===== src/rtl/core/mtg_pkg.sv =====
`timescale 1ns / 1ps
`default_nettype none
// ----------------------------------------------------------------------------
// mtg_pkg - shared types and constants for the melody tone generator
// Beat layouts, opcodes, register indexes, sequencer states and the sine ROM.
// ----------------------------------------------------------------------------
package mtg_pkg;

  // Opcodes carried in the op field of an input beat
  typedef enum logic [1:0] {
    OP_SAMPLE = 2'd0,
    OP_TICK   = 2'd1,
    OP_LOAD   = 2'd2,
    OP_START  = 2'd3
  } op_t;

  // Configuration register indexes
  localparam int CFG_ADDR_W = 2;
  localparam int CFG_DATA_W = 18;
  localparam logic [CFG_ADDR_W-1:0] CFG_MELODY_LENGTH = 2'd0;
  localparam logic [CFG_ADDR_W-1:0] CFG_SAMPLE_RATE   = 2'd1;
  localparam logic [CFG_ADDR_W-1:0] CFG_FIFTY_HZ      = 2'd2;

  // Field widths
  localparam int LENGTH_W     = 7;
  localparam int RATE_W       = 18;
  localparam int ENTRY_IDX_W  = 6;
  localparam int ENTRY_SLOTS  = 2 ** ENTRY_IDX_W;
  localparam int FREQ_W       = 16;
  localparam int DUR_W        = 16;
  localparam int NOTE_WORD_W  = FREQ_W + DUR_W;
  localparam int SAMPLE_W     = 14;
  localparam int NOTE_INDEX_W = 6;

  // Phase accumulator and its serial adder
  localparam int PHASE_W      = 32;
  localparam int DIGIT_W      = 8;
  localparam int PHASE_DIGITS = PHASE_W / DIGIT_W;
  localparam int DIGIT_CNT_W  = $clog2(PHASE_DIGITS);

  // Note countdown and 50 Hz tick spreading
  localparam int TICKS_W      = 17;
  localparam int SPREAD_W     = 3;
  localparam int SPREAD_SUM_W = 4;
  localparam logic [SPREAD_SUM_W-1:0] SPREAD_ADD = 4'd6;
  localparam logic [SPREAD_SUM_W-1:0] SPREAD_DIV = 4'd5;

  // Sine ROM: 256 entries built from a quarter wave, amplitude 6000
  localparam int SINE_ENTRIES = 256;
  localparam int SINE_IDX_W   = $clog2(SINE_ENTRIES);
  localparam int QUARTER_N    = SINE_ENTRIES / 4;
  localparam int QUARTER_W    = 13;

  localparam logic [QUARTER_W-1:0] QUARTER_WAVE [0:QUARTER_N] = '{
    13'd0,    13'd147,  13'd294,  13'd441,  13'd588,  13'd734,  13'd880,
    13'd1025, 13'd1170, 13'd1314, 13'd1457, 13'd1600, 13'd1741, 13'd1882,
    13'd2021, 13'd2159, 13'd2296, 13'd2431, 13'd2565, 13'd2697, 13'd2828,
    13'd2957, 13'd3084, 13'd3209, 13'd3333, 13'd3454, 13'd3574, 13'd3691,
    13'd3806, 13'd3919, 13'd4029, 13'd4137, 13'd4242, 13'd4345, 13'd4445,
    13'd4543, 13'd4638, 13'd4730, 13'd4819, 13'd4905, 13'd4988, 13'd5069,
    13'd5146, 13'd5220, 13'd5291, 13'd5359, 13'd5423, 13'd5485, 13'd5543,
    13'd5597, 13'd5649, 13'd5697, 13'd5741, 13'd5782, 13'd5820, 13'd5854,
    13'd5884, 13'd5911, 13'd5935, 13'd5954, 13'd5971, 13'd5983, 13'd5992,
    13'd5998, 13'd6000
  };

  // Input beat
  typedef struct packed {
    op_t                    op;
    logic [ENTRY_IDX_W-1:0] entry_index;
    logic [FREQ_W-1:0]      entry_freq;
    logic [DUR_W-1:0]       entry_duration;
  } item_t;

  // Result beat
  typedef struct packed {
    logic signed [SAMPLE_W-1:0] sample;
    logic [NOTE_INDEX_W-1:0]    note_index;
  } result_t;

  // Sequencer states
  typedef enum logic [2:0] {
    ST_IDLE,
    ST_PHASE,
    ST_TICK,
    ST_MOD,
    ST_READ,
    ST_LOAD,
    ST_DIV
  } state_t;

  // Sine lookup: quadrant mirror and sign of the quarter wave
  function automatic logic signed [SAMPLE_W-1:0] sine_value(
    input logic [SINE_IDX_W-1:0] idx
  );
    logic [1:0]                 quad;
    logic [SINE_IDX_W-3:0]      pos;
    logic [SINE_IDX_W-2:0]      qi;
    logic signed [SAMPLE_W-1:0] mag;
    quad = idx[SINE_IDX_W-1 -: 2];
    pos  = idx[SINE_IDX_W-3:0];
    qi   = quad[0] ? (SINE_IDX_W-1)'(QUARTER_N - int'(pos)) : {1'b0, pos};
    mag  = signed'({1'b0, QUARTER_WAVE[qi]});
    return quad[1] ? -mag : mag;
  endfunction

endpackage
`default_nettype wire


===== src/rtl/core/mtg_serial_div.sv =====
`timescale 1ns / 1ps
`default_nettype none
// ----------------------------------------------------------------------------
// mtg_serial_div - bit-serial restoring divider
// One dividend bit per cycle, MSB first; done pulses together with the final
// quotient and remainder. A zero divisor gives an all-ones quotient.
// ----------------------------------------------------------------------------
module mtg_serial_div #(
  parameter int DVD_W = 48,
  parameter int DVS_W = 18,
  parameter int Q_W   = 32
) (
  input  wire logic             clk,
  input  wire logic             rst,
  input  wire logic             start,
  input  wire logic [DVD_W-1:0] dividend,
  input  wire logic [DVS_W-1:0] divisor,
  output logic                  done,
  output logic [Q_W-1:0]        quotient,
  output logic [DVS_W-1:0]      remainder
);

  localparam int CNT_W = $clog2(DVD_W + 1);

  logic [DVD_W-1:0] dvd;
  logic [DVS_W-1:0] dvs;
  logic [CNT_W-1:0] count;
  logic             run;

  logic [DVS_W:0]   shifted;
  logic             fits;
  logic [DVS_W:0]   diff;

  // one restoring step: bring down a bit, subtract if it fits
  always_comb begin
    shifted = {remainder, dvd[DVD_W-1]};
    fits    = (shifted >= {1'b0, dvs});
    diff    = shifted - {1'b0, dvs};
  end

  // control: run flag, bit counter, done pulse
  always_ff @(posedge clk) begin
    if (rst) begin
      run   <= 1'b0;
      count <= '0;
      done  <= 1'b0;
    end else begin
      done <= 1'b0;
      if (start) begin
        run   <= 1'b1;
        count <= CNT_W'(DVD_W);
      end else if (run) begin
        count <= count - CNT_W'(1);
        if (count == CNT_W'(1)) begin
          run  <= 1'b0;
          done <= 1'b1;
        end
      end
    end
  end

  // datapath shift registers
  always_ff @(posedge clk) begin
    if (start) begin
      dvd       <= dividend;
      dvs       <= divisor;
      remainder <= '0;
      quotient  <= '0;
    end else if (run) begin
      dvd       <= {dvd[DVD_W-2:0], 1'b0};
      remainder <= fits ? diff[DVS_W-1:0] : shifted[DVS_W-1:0];
      quotient  <= Q_W'({quotient, fits});
    end
  end

endmodule
`default_nettype wire


===== src/rtl/core/melody_tone_generator.sv =====
`timescale 1ns / 1ps
`default_nettype none
// ----------------------------------------------------------------------------
// melody_tone_generator - melody sequencer with a DDS sine tone
// Note table of frequency/duration words, frame-tick countdown, serial
// phase-increment divider and a byte-serial phase accumulator.
// ----------------------------------------------------------------------------
//  channel | direction | handshake                  | beat
//  --------+-----------+----------------------------+-----------------------
//  item    | in        | item_valid / item_stall    | mtg_pkg::item_t
//  result  | out       | result_valid / result_stall| mtg_pkg::result_t
//  cfg     | in        | cfg_we (no wait)           | cfg_addr, cfg_data
//
//  Sample beat: no further state during a rest, else the PHASE state adds
//  the step to the phase, 8 bits/cycle. Load beat: no further state. Start
//  beat: the READ, LOAD and DIV states follow (48 dividend bits).
//  Frame tick: the TICK state alone without a note change; a note change adds
//  the index wrap (MOD), the table read, the load and the divider; in 50 Hz
//  mode a frame may run this twice.
//  Reset is synchronous; the note table is not cleared. A waiting result
//  stalls the input side only while result_stall holds it.
// ----------------------------------------------------------------------------
module melody_tone_generator #(
  parameter int NOTE_DEPTH = 64
) (
  input  wire logic                                clk,
  input  wire logic                                rst,
  input  wire logic                                item_valid,
  output logic                                     item_stall,
  input  wire mtg_pkg::item_t                      item,
  output logic                                     result_valid,
  input  wire logic                                result_stall,
  output mtg_pkg::result_t                         result,
  input  wire logic                                cfg_we,
  input  wire logic [mtg_pkg::CFG_ADDR_W-1:0]      cfg_addr,
  input  wire logic [mtg_pkg::CFG_DATA_W-1:0]      cfg_data
);

  localparam int NOTE_W = (NOTE_DEPTH > 1) ? $clog2(NOTE_DEPTH) : 1;
  localparam int CNT_W  = NOTE_W + 1;
  localparam int WIDE_W = (CNT_W > mtg_pkg::LENGTH_W) ? CNT_W : mtg_pkg::LENGTH_W;
  localparam int DIV_DVD_W = mtg_pkg::FREQ_W + mtg_pkg::PHASE_W;

  // configuration registers
  logic [mtg_pkg::LENGTH_W-1:0] melody_length;
  logic [mtg_pkg::RATE_W-1:0]   sample_rate;
  logic                         fifty_hz_mode;

  // player state
  mtg_pkg::state_t                state, state_next;
  logic [mtg_pkg::PHASE_W-1:0]    phase_accum;
  logic [mtg_pkg::PHASE_W-1:0]    phase_step;
  logic [NOTE_W-1:0]              current_note;
  logic [mtg_pkg::TICKS_W-1:0]    ticks_left;
  logic [mtg_pkg::SPREAD_W-1:0]   tick_spread;
  logic [1:0]                     pending;
  logic [mtg_pkg::DIGIT_CNT_W-1:0] digit;
  logic                           carry;

  // note table
  logic [mtg_pkg::NOTE_WORD_W-1:0] note_mem [NOTE_DEPTH];
  logic [mtg_pkg::NOTE_WORD_W-1:0] note_rd;
  logic [NOTE_W-1:0]               slot_wrap [mtg_pkg::ENTRY_SLOTS];

  // control
  logic                        item_fire;
  logic                        mod_start, mod_done, div_start, div_done;
  logic                        tick_down;
  logic [WIDE_W-1:0]           length_wide;
  logic [CNT_W-1:0]            note_len;
  logic [CNT_W-1:0]            mod_rem;
  logic [mtg_pkg::PHASE_W-1:0] div_quo;
  logic [mtg_pkg::RATE_W-1:0]  div_rem;
  logic [mtg_pkg::SPREAD_SUM_W-1:0] spread_sum;
  logic [mtg_pkg::DIGIT_W:0]   digit_sum;

  assign item_fire  = item_valid && !item_stall;
  assign item_stall = (state != mtg_pkg::ST_IDLE) || (result_valid && result_stall);

  // table slot wrap: entry_index modulo NOTE_DEPTH as a constant table
  for (genvar gi = 0; gi < mtg_pkg::ENTRY_SLOTS; gi++) begin : g_wrap
    assign slot_wrap[gi] = NOTE_W'(gi % NOTE_DEPTH);
  end

  // effective melody length, 1..NOTE_DEPTH
  always_comb begin
    if (melody_length == '0) begin
      length_wide = WIDE_W'(1);
    end else if (WIDE_W'(melody_length) > WIDE_W'(NOTE_DEPTH)) begin
      length_wide = WIDE_W'(NOTE_DEPTH);
    end else begin
      length_wide = WIDE_W'(melody_length);
    end
    note_len = CNT_W'(length_wide);
  end

  // 50 Hz spreading sum and one byte of the serial phase add
  assign spread_sum = {1'b0, tick_spread} + mtg_pkg::SPREAD_ADD;
  assign digit_sum  = {1'b0, phase_accum[mtg_pkg::DIGIT_W-1:0]}
                    + {1'b0, phase_step[mtg_pkg::DIGIT_W-1:0]}
                    + (mtg_pkg::DIGIT_W+1)'(carry);

  // configuration writes
  always_ff @(posedge clk) begin
    if (rst) begin
      melody_length <= mtg_pkg::LENGTH_W'(1);
      sample_rate   <= mtg_pkg::RATE_W'(48000);
      fifty_hz_mode <= 1'b0;
    end else if (cfg_we) begin
      unique case (cfg_addr)
        mtg_pkg::CFG_MELODY_LENGTH: melody_length <= cfg_data[mtg_pkg::LENGTH_W-1:0];
        mtg_pkg::CFG_SAMPLE_RATE:   sample_rate   <= cfg_data[mtg_pkg::RATE_W-1:0];
        mtg_pkg::CFG_FIFTY_HZ:      fifty_hz_mode <= cfg_data[0];
        default: ;
      endcase
    end
  end

  // next state
  always_comb begin
    state_next = state;
    unique case (state)
      mtg_pkg::ST_IDLE: begin
        if (item_fire) begin
          unique case (item.op)
            mtg_pkg::OP_SAMPLE:
              state_next = (phase_step != '0) ? mtg_pkg::ST_PHASE : mtg_pkg::ST_IDLE;
            mtg_pkg::OP_TICK:  state_next = mtg_pkg::ST_TICK;
            mtg_pkg::OP_LOAD:  state_next = mtg_pkg::ST_IDLE;
            mtg_pkg::OP_START: state_next = mtg_pkg::ST_READ;
          endcase
        end
      end
      mtg_pkg::ST_PHASE: begin
        if (digit == mtg_pkg::DIGIT_CNT_W'(mtg_pkg::PHASE_DIGITS - 1)) begin
          state_next = mtg_pkg::ST_IDLE;
        end
      end
      mtg_pkg::ST_TICK: begin
        if (ticks_left <= mtg_pkg::TICKS_W'(1)) begin
          state_next = mtg_pkg::ST_MOD;
        end else if (pending == 2'd1) begin
          state_next = mtg_pkg::ST_IDLE;
        end
      end
      mtg_pkg::ST_MOD: begin
        if (mod_done) state_next = mtg_pkg::ST_READ;
      end
      mtg_pkg::ST_READ: state_next = mtg_pkg::ST_LOAD;
      mtg_pkg::ST_LOAD: state_next = mtg_pkg::ST_DIV;
      mtg_pkg::ST_DIV: begin
        if (div_done) begin
          state_next = (pending == 2'd2) ? mtg_pkg::ST_TICK : mtg_pkg::ST_IDLE;
        end
      end
      default: state_next = mtg_pkg::ST_IDLE;
    endcase
  end

  // sequencer outputs
  always_comb begin
    mod_start = 1'b0;
    div_start = 1'b0;
    tick_down = 1'b0;
    unique case (state)
      mtg_pkg::ST_TICK: begin
        mod_start = (ticks_left <= mtg_pkg::TICKS_W'(1));
        tick_down = !mod_start;
      end
      mtg_pkg::ST_LOAD: div_start = 1'b1;
      default: ;
    endcase
  end

  // state register
  always_ff @(posedge clk) begin
    if (rst) begin
      state <= mtg_pkg::ST_IDLE;
    end else begin
      state <= state_next;
    end
  end

  // player registers
  always_ff @(posedge clk) begin
    if (rst) begin
      phase_accum  <= '0;
      phase_step   <= '0;
      current_note <= '0;
      ticks_left   <= '0;
      tick_spread  <= '0;
      pending      <= '0;
      digit        <= '0;
      carry        <= 1'b0;
    end else begin
      unique case (state)
        mtg_pkg::ST_IDLE: begin
          digit <= '0;
          carry <= 1'b0;
          if (item_fire && item.op == mtg_pkg::OP_TICK) begin
            if (!fifty_hz_mode) begin
              pending <= 2'd1;
            end else if (spread_sum >= (mtg_pkg::SPREAD_DIV << 1)) begin
              pending     <= 2'd2;
              tick_spread <= mtg_pkg::SPREAD_W'(spread_sum - (mtg_pkg::SPREAD_DIV << 1));
            end else begin
              pending     <= 2'd1;
              tick_spread <= mtg_pkg::SPREAD_W'(spread_sum - mtg_pkg::SPREAD_DIV);
            end
          end else if (item_fire && item.op == mtg_pkg::OP_START) begin
            current_note <= '0;
            pending      <= 2'd1;
          end
        end
        mtg_pkg::ST_PHASE: begin
          // byte-serial add; both words rotate back into place once all four bytes are added
          phase_accum <= {digit_sum[mtg_pkg::DIGIT_W-1:0],
                          phase_accum[mtg_pkg::PHASE_W-1:mtg_pkg::DIGIT_W]};
          phase_step  <= {phase_step[mtg_pkg::DIGIT_W-1:0],
                          phase_step[mtg_pkg::PHASE_W-1:mtg_pkg::DIGIT_W]};
          carry       <= digit_sum[mtg_pkg::DIGIT_W];
          digit       <= digit + mtg_pkg::DIGIT_CNT_W'(1);
        end
        mtg_pkg::ST_TICK: begin
          if (tick_down) begin
            ticks_left <= ticks_left - mtg_pkg::TICKS_W'(1);
            pending    <= pending - 2'd1;
          end
        end
        mtg_pkg::ST_MOD: begin
          if (mod_done) current_note <= NOTE_W'(mod_rem);
        end
        mtg_pkg::ST_LOAD: begin
          ticks_left <= mtg_pkg::TICKS_W'(note_rd[mtg_pkg::DUR_W-1:0]);
        end
        mtg_pkg::ST_DIV: begin
          if (div_done) begin
            // a rest stays silent even when the divisor is zero
            phase_step <= (note_rd[mtg_pkg::NOTE_WORD_W-1 -: mtg_pkg::FREQ_W] == '0)
                          ? '0 : div_quo;
            pending    <= pending - 2'd1;
          end
        end
        default: ;
      endcase
    end
  end

  // note table: write on load beats, registered read at the current note
  always_ff @(posedge clk) begin
    if (item_fire && item.op == mtg_pkg::OP_LOAD) begin
      note_mem[slot_wrap[item.entry_index]] <= {item.entry_freq, item.entry_duration};
    end
    note_rd <= note_mem[current_note];
  end

  // result register
  always_ff @(posedge clk) begin
    if (rst) begin
      result_valid <= 1'b0;
    end else if (item_fire && item.op == mtg_pkg::OP_SAMPLE) begin
      result_valid <= 1'b1;
    end else if (!result_stall) begin
      result_valid <= 1'b0;
    end
  end

  always_ff @(posedge clk) begin
    if (item_fire && item.op == mtg_pkg::OP_SAMPLE) begin
      result.sample <= (phase_step != '0)
        ? mtg_pkg::sine_value(phase_accum[mtg_pkg::PHASE_W-1 -: mtg_pkg::SINE_IDX_W])
        : '0;
      result.note_index <= mtg_pkg::NOTE_INDEX_W'(current_note);
    end
  end

  // next note index: (current_note + 1) mod length
  mtg_serial_div #(
    .DVD_W (CNT_W),
    .DVS_W (CNT_W),
    .Q_W   (1)
  ) u_note_wrap (
    .clk       (clk),
    .rst       (rst),
    .start     (mod_start),
    .dividend  (CNT_W'(current_note) + CNT_W'(1)),
    .divisor   (note_len),
    .done      (mod_done),
    .quotient  (),
    .remainder (mod_rem)
  );

  // phase increment: (freq << 32) / sample_rate, low 32 bits
  mtg_serial_div #(
    .DVD_W (DIV_DVD_W),
    .DVS_W (mtg_pkg::RATE_W),
    .Q_W   (mtg_pkg::PHASE_W)
  ) u_step_div (
    .clk       (clk),
    .rst       (rst),
    .start     (div_start),
    .dividend  ({note_rd[mtg_pkg::NOTE_WORD_W-1 -: mtg_pkg::FREQ_W],
                 {mtg_pkg::PHASE_W{1'b0}}}),
    .divisor   (sample_rate),
    .done      (div_done),
    .quotient  (div_quo),
    .remainder (div_rem)
  );

  // assertions
  a_busy_stalls: assert property (@(posedge clk) disable iff (rst)
    (state != mtg_pkg::ST_IDLE) |-> item_stall)
    else $error("input not stalled while sequencer busy");

  a_read_then_load: assert property (@(posedge clk) disable iff (rst)
    (state == mtg_pkg::ST_READ) |=> (state == mtg_pkg::ST_LOAD))
    else $error("table read not followed by load");

  a_phase_quiet: assert property (@(posedge clk) disable iff (rst)
    (state == mtg_pkg::ST_IDLE && !item_fire) |=>
      ($stable(phase_accum) && $stable(phase_step)))
    else $error("phase state changed while idle");

  a_div_done_rem: assert property (@(posedge clk) disable iff (rst)
    (div_done && sample_rate != '0) |-> (div_rem < sample_rate))
    else $error("divider remainder out of range");

endmodule
`default_nettype wire

===== config.mk =====
export PLATFORM = sky130hd
export DESIGN_NAME = melody_tone_generator
export DESIGN_NICKNAME = d
export VERILOG_FILES = /design/src/rtl/core/mtg_pkg.sv /design/src/rtl/core/mtg_serial_div.sv /design/src/rtl/core/melody_tone_generator.sv
export SDC_FILE = /design/constraint.sdc
export NUM_CORES = 2
export LEC_CHECK = 0
export ABC_CLOCK_PERIOD_IN_PS = 7400
export BUFFER_PORTS_ARGS = -buffer_cell sky130_fd_sc_hd__buf_2
export CAP_MARGIN = 20
export CORE_MARGIN = 4
export CORE_UTILIZATION = 45
export DETAILED_ROUTE_END_ITERATION = 10
export GPL_ROUTABILITY_DRIVEN = 0
export PLACE_DENSITY_LB_ADDON = 0.15
export SLEW_MARGIN = 20
export SYNTH_ARGS = -nofsm -noshare
export SYNTH_HDL_FRONTEND = slang
export SYNTH_SLANG_ARGS = --single-unit

===== constraint.sdc =====
create_clock -name clk -period 7.4 [get_ports clk]
set_clock_uncertainty 0.05 [all_clocks]
set_input_delay 2.22 -clock clk [delete_from_list [all_inputs] [get_ports clk]]
set_output_delay 2.22 -clock clk [all_outputs]
set_load 0.02 [all_outputs]

* After elaboration in Yosys (flattened, before gate mapping) *
Memories as Yosys holds them, arrays and structs flattened. A register that Yosys moved wholly into a read port is not among the register bits.
Cells that the tools add are included.

word-level totals
  input port bits = 65
  output and inout port bits = 22
  RAM bits = 2048
  memories = 3
  memory bits (read-only) = 2048
  logic and storage cells = 184
  register bits after elaboration = 263

operators by class
  magnitude comparators = 7
  multiplexer cells = 61
  reductions and logical operators = 37
  $add $sub $neg = 15
  equal/unequal tests = 26
  bitwise gates (word level) = 4

memory list
  name             depth  width  rd ports  clocked after Yosys merged registers in  write ports  line                          source
  note_mem         64     32     1         1                                        1            melody_tone_generator.sv:61   logic [mtg_pkg::NOTE_WORD_W-1:0] note_mem [NOTE_DEPTH];
  (no name shown)  128    13     1         0                                        0            mtg_pkg.sv:103                mag = signed'({1'b0, QUARTER_WAVE[qi]});
  (no name shown)  64     6      1         0                                        0            melody_tone_generator.sv:252  note_mem[slot_wrap[item.entry_index]] <= {item.entry_freq, item.entry_duration};

operators with widths
  operator                                                          count
  2-to-1 mux 48 bit                                                 2
  2-to-1 mux 32 bit                                                 2
  case mux 32 bit (2 select lines)                                  1
  2-to-1 mux 6 bit                                                  7
  2-to-1 mux 13 bit                                                 3
  2-to-1 mux 7 bit                                                  5
  case mux 17 bit (2 select lines)                                  1
  nonzero test 32 bit                                               1
  2-to-1 mux 3 bit                                                  9
  case mux 3 bit (7 select lines)                                   1
  >= comparator 19 x 18 -> 1 bit                                    1
  2-to-1 mux 18 bit                                                 1
  subtractor 18 bit                                                 1
  less-or-equal comparator 17 x 1 -> 1 bit (second input constant)  1
  2-to-1 mux 17 bit                                                 1
  subtractor 17 x 1 -> 17 bit (second input constant)               1
  zero test 16 bit                                                  1
  2-to-1 mux 1 bit                                                  16
  2-to-1 mux 2 bit                                                  7
  negator 13 -> 14 bit                                              1
  case mux 3 bit (4 select lines)                                   1
  case mux 6 bit (2 select lines)                                   1
  AND reduction 2 bit                                               6
  nonzero test 2 bit                                                6
  44 further kinds                                                  73

* Depth between registers and ports, before layout *
  word-level depth = 8
  gate-level depth with buffers = 18
  depth with buffers taken out = 16

* Modules after synthesis *
Synthesis repeated with hierarchy kept, for this count alone.

unflattened totals
  cells, all modules = 4770
  area, all modules = 94613.2 µm²

by module, submodules not included
  module                        cells an instance  seq. area each (µm²)  area each (µm²)  times used
  melody_tone_generator         4094               65242.6               87051.0          1
  mtg_serial_div (u_step_div)   523                3143.0                5997.0           1
  mtg_serial_div (u_note_wrap)  153                680.7                 1565.3           1

* Worst setup path after synthesis *
OpenSTA, ideal clock, no wires.

  path kind = in2reg
  from = in item[35] in the netlist's numbering
  to = mem note_mem[14][0] in the netlist's numbering (enable)
  slack = 2.511 ns
  stages = 4
  data arrival time = 4.418 ns
  path buffers = 2
  data required time = 6.929 ns
  library setup time = 0.421 ns
  cells stage by stage = clkbuf_1 -> or3b_2 -> buf_1 -> nor2_1

on the way
  longest elaborated chain between the ends = 4

RTL lines
  what                                                 line                          source
  start: declaration                                   melody_tone_generator.sv:30   input wire mtg_pkg::item_t item,
  inverter 6 -> 7 bit (not written as such)            melody_tone_generator.sv:252
  memory (64 x 6 bit)                                  -
  2-to-1 mux 6 bit (not written as such) (2 in a row)  melody_tone_generator.sv:252
  end: declaration                                     melody_tone_generator.sv:61

No other way between the ends. The select of a mux whose other input is x is not followed.

* Worst setup path in the final report *
  from = reg phase_accum[24] in the netlist's numbering
  to = reg result[19] in the netlist's numbering, data pin

on the way
  longest elaborated chain between the ends = 7

RTL lines
  what                                                      line                          source
  start: declaration                                        melody_tone_generator.sv:51   logic [mtg_pkg::PHASE_W-1:0] phase_accum;
  start signal: assignment                                  melody_tone_generator.sv:217  phase_accum <= {digit_sum[mtg_pkg::DIGIT_W-1:0],
  subtractor 7 x 6 -> 7 bit                                 mtg_pkg.sv:102                qi = quad[0] ? (SINE_IDX_W-1)'(QUARTER_N - int'(pos)) : {1'b0, pos};
  2-to-1 mux 7 bit (*)                                      mtg_pkg.sv:102
  inverter 7 -> 8 bit (not written as such) (*)             mtg_pkg.sv:103
  memory (128 x 13 bit) (*)                                 -
  2-to-1 mux 13 bit (not written as such) (*) (2 in a row)  mtg_pkg.sv:103
  negator 13 -> 14 bit (*)                                  mtg_pkg.sv:104                return quad[1] ? -mag : mag;
  end: declaration                                          melody_tone_generator.sv:33   output mtg_pkg::result_t result,

Every way passes the cells marked *; elsewhere a longest branch is shown, timed or not. The select of a mux whose other input is x is not followed.
A chain may end at the register's enable or synchronous reset.

==> impl_metrics.csv <==
group,metric,value,unit
clock_network,postCtsSetupRepairBufs,0,
synth,synthTopCellsByArea,"edfxtp_1 (69%), mux4_2 (16%), dfxtp_1 (4.9%)",
power,p_comb_share,8.8,%
timing,rsz0062_at_grt,"false",
synth,synth_area_leader_cell,"edfxtp_1",
timing,finalSetupTns,0,ns
power,p_int,22.3,mW
global_routing,grt_max_degree,115,
routing,dr.pass1.iters,6,
setup_path,crit_slowest_cell,"a21oi_2",
floorplan,ioPinCount,87,
clock_network,cts_tree,"yes",
floorplan,die_x,461,um
routing,drc,0,
setup_path,cp_cell_sequence,"buf_4 -> inv_1 -> ha_1 -> a21oi_2 -> inv_1 -> ha_1 -> a22o_1 -> a2111oi_2 -> a21oi_1 -> a221oi_1 -> a31oi_1 -> or3_1 -> nor4_1 -> a41oi_1",
layout,nets,4966,
synth,ys_ff_latch,2343,
timing,period_needed,5.43,ns
synth,avgSynthCellArea,19.9,sq um
power,p_sw_share,23.7,%
synth,synth.most_common_cell,"edfxtp_1",
synth,synth_cell_types,88,
clock_network,ctsHtreeMaxLevel,4,
timing,finalHoldViolations,0,
global_routing,grt_pass1_wl,335000,um
global_routing,grt.total_usage,21.8,%
power,p_clk_share,40.0,%
layout,seq_area,0.0681,sq mm
routing,routed_wl,231000,um
power,p_per_area,279,mW/mm^2
min_path,hold_class,"reg2reg",
power,p_leak,32.3,nW
floorplan,core_area,0.205,sq mm
layout,syn_to_final_growth,13.3,%
placement,dp_hpwl,141000,um
run_status,status,"finished, final reports clean",
clock_network,cts_root_buffer,"clkbuf_16",
layout,multi_input_area,0.0236,sq mm
synth,synth_edf_count,2116,
power,peakVddDrop,0.294,mV
layout,nFillCells,16200,
floorplan,row_count,166,
timing,min_period_over_period,73.3,%
global_routing,grt_overflow,0,
job,cap_violations,0,
synth,syn_inst,4644,
setup_path,critPathKind,"reg2reg",
setup_path,cp_max_fo,27,
synth,netlist_top_cells_count,"edfxtp_1 (2,116), mux4_2 (673), nor2_1 (246), nand2_1 (229), dfxtp_1 (227)",
clock_network,clock_sinks,2343,
layout,final_area,0.105,sq mm
routing,drtAntennaViolNets,0,
clock_network,cts_hold_buf,0,
timing,tightestPinTransition,1.10,ns
setup_path,setup.worst_path.end_class,"flip-flop",
setup_path,max_stage_delay,0.59,ns
floorplan,dieArea,0.213,sq mm
floorplan,dieHeight,461,um
setup_path,required,7.91,ns
setup_path,cp-start-kind,"flip-flop",
routing,vias,45700,
placement,dpl_cell_area,0.0970,sq mm
clock_network,cts_resized,0,
synth,yosys_most_used_dff,"edfxtp_1",
timing,timing.fmax,184,MHz
setup_path,arrival,5.94,ns
layout,drive_above_1_share,26.8,%
clock_network,cts_buffer_depth,3,
setup_path,cp_top_family,"compound AO/OA/AOI/OAI gates",
power,power_frac_seq,51.1,%
setup_path,worst-path-buf-inv,3,
routing,wl_per_cell,29.9,um
routing,drt_iter0_drc,5161,
clock_network,cts_buffers,233,
routing,viasPerCell,5.91,
synth,synth.cell_area,0.0925,sq mm
timing,finalMaxSlewViolations,0,
placement,placement.io_buffers,86,
power,switchingPower,6.93,mW
synth,seq_area_frac_synth,73.6,%
synth,syn-num-nets,4773,
global_routing,grt_pass1_vias,45800,
global_routing,antenna_found_initial,43,
synth,synth_top_area_share,68.7,%
synth,synth-warning-count,0,
timing,finalSetupViolCount,0,
synth,synth-async-reset-ratio,0,%
floorplan,initial_core_util,45.2,%
clock_network,insertion_delay,0.86,ns
timing,max_slew_margin,26.7,%
clock_network,cts.clk_slew.worst_paths,0.06,ns
==> power groups by stage <==
stage | Combinational, mW | Clock, mW | Sequential [mW]
after detailed placement | 2.59 | 0 | 15.2
after CTS | 2.60 | 11.9 | 14.9
after floorplan | 1.80 | 0 | 15.1
after global placement | 2.54 | 0 | 15.2
final | 2.58 | 11.7 | 14.9
after global routing | 2.89 | 12.5 | 15.0
==> worst reg2reg max path, cell delays in order, from the launching register on <==
cell and delay [ns]:
dfxtp_1 0.31, buf_4 0.30, inv_1 0.26, ha_1 0.45, a21oi_2 0.59, inv_1 0.42
ha_1 0.43, a22o_1 0.29, a2111oi_2 0.50, a21oi_1 0.07, a221oi_1 0.30, a31oi_1 0.17
or3_1 0.51, nor4_1 0.34, a41oi_1 0.15
==> cell type report <==
cell class / count / area share, %
tap: 2688 / 3.21
clock inverter: 137 / 1.24
inverter: 68 / 0.244
antenna: 5 / 0.0119
clock buffer: 302 / 6.00
multi-input combinational: 1968 / 22.5
timing repair buffer: 223 / 1.76
sequential: 2343 / 65.0
==> logic make-up after synthesis <==
kind of cell	after synthesis	share of synthesized area, %
flops	2343	73.6
mux	739	17.1
simple gates	724	3.59
compound gates	380	2.77
buf+inv	333	1.42
fa+ha+maj	64	0.898
xor+xnor	61	0.618
==> through the flow <==
stage          setup slack (ns)  util (%)  hold slack [ns]  total power, mW  std cells
2_1_floorplan              2.51         -            0.356             16.9       4644
3_5_place_dp               1.73      47.4            0.365             17.8       7281
6_report                   1.97      51.2            0.382             29.2       7734
3_3_place_gp               1.74      47.4            0.360             17.8       7278
4_1_cts                    2.01      51.1            0.379             29.5       7720
5_1_grt                    1.54      51.2            0.393             30.4       7732
==> cells in the final DEF (no fill, tap or decap), types with 62 or more instances in the layout <==
master and instances:
edfxtp_1 2116, mux4_2 673, clkbuf_16 237, nand2_1 228, dfxtp_1 220, nor2_1 181
buf_4 128, a21oi_1 120, buf_2 69, inv_1 66, mux2i_1 65, nor2_4 64
o21ai_0 62
==> registers in the layout, summed over array words and instances, names as in the netlist, 16 cells and up <==
register	count
note_rd	32
note_mem	2048
u_step_div.remainder	18
sample_rate	18
u_step_div.dvs	18
u_step_div.dvd	16
phase_step	32
result	20
ticks_left	17
phase_accum	32
u_step_div.quotient	32
==> metal layers <==
metal | vias to the layer above | wire [um] | part of all wire [%] | track usage (%)
met2 | 1465 | 115000 | 50 | 35.7
met1 | 24500 | 99000 | 43 | 31.4
met3 | 256 | 13800 | 6.0 | 3.49
li1 | 19500 | - | - | -
met4 | 2 | 3580 | 1.6 | 4.20
met5 | - | 13 | 0.0056 | 0
==> worst paths after layout <==
check	startpoint	end	slack (ns)	depth (start not counted)
setup / recovery	phase_accum[24]$_SDFFE_PP0P_	result[19]$_SDFFCE_PN0P_	1.97	14
setup reg to reg	phase_accum[24]$_SDFFE_PP0P_	result[19]$_SDFFCE_PN0P_	1.97	14
hold reg to reg	sample_rate[5]$_SDFFE_PP0P_	u_step_div.dvs[5]$_DFFE_PP_	0.38	0
hold / removal	sample_rate[5]$_SDFFE_PP0P_	u_step_div.dvs[5]$_DFFE_PP_	0.38	0
Note: power is estimated with default switching activity, not from simulation.
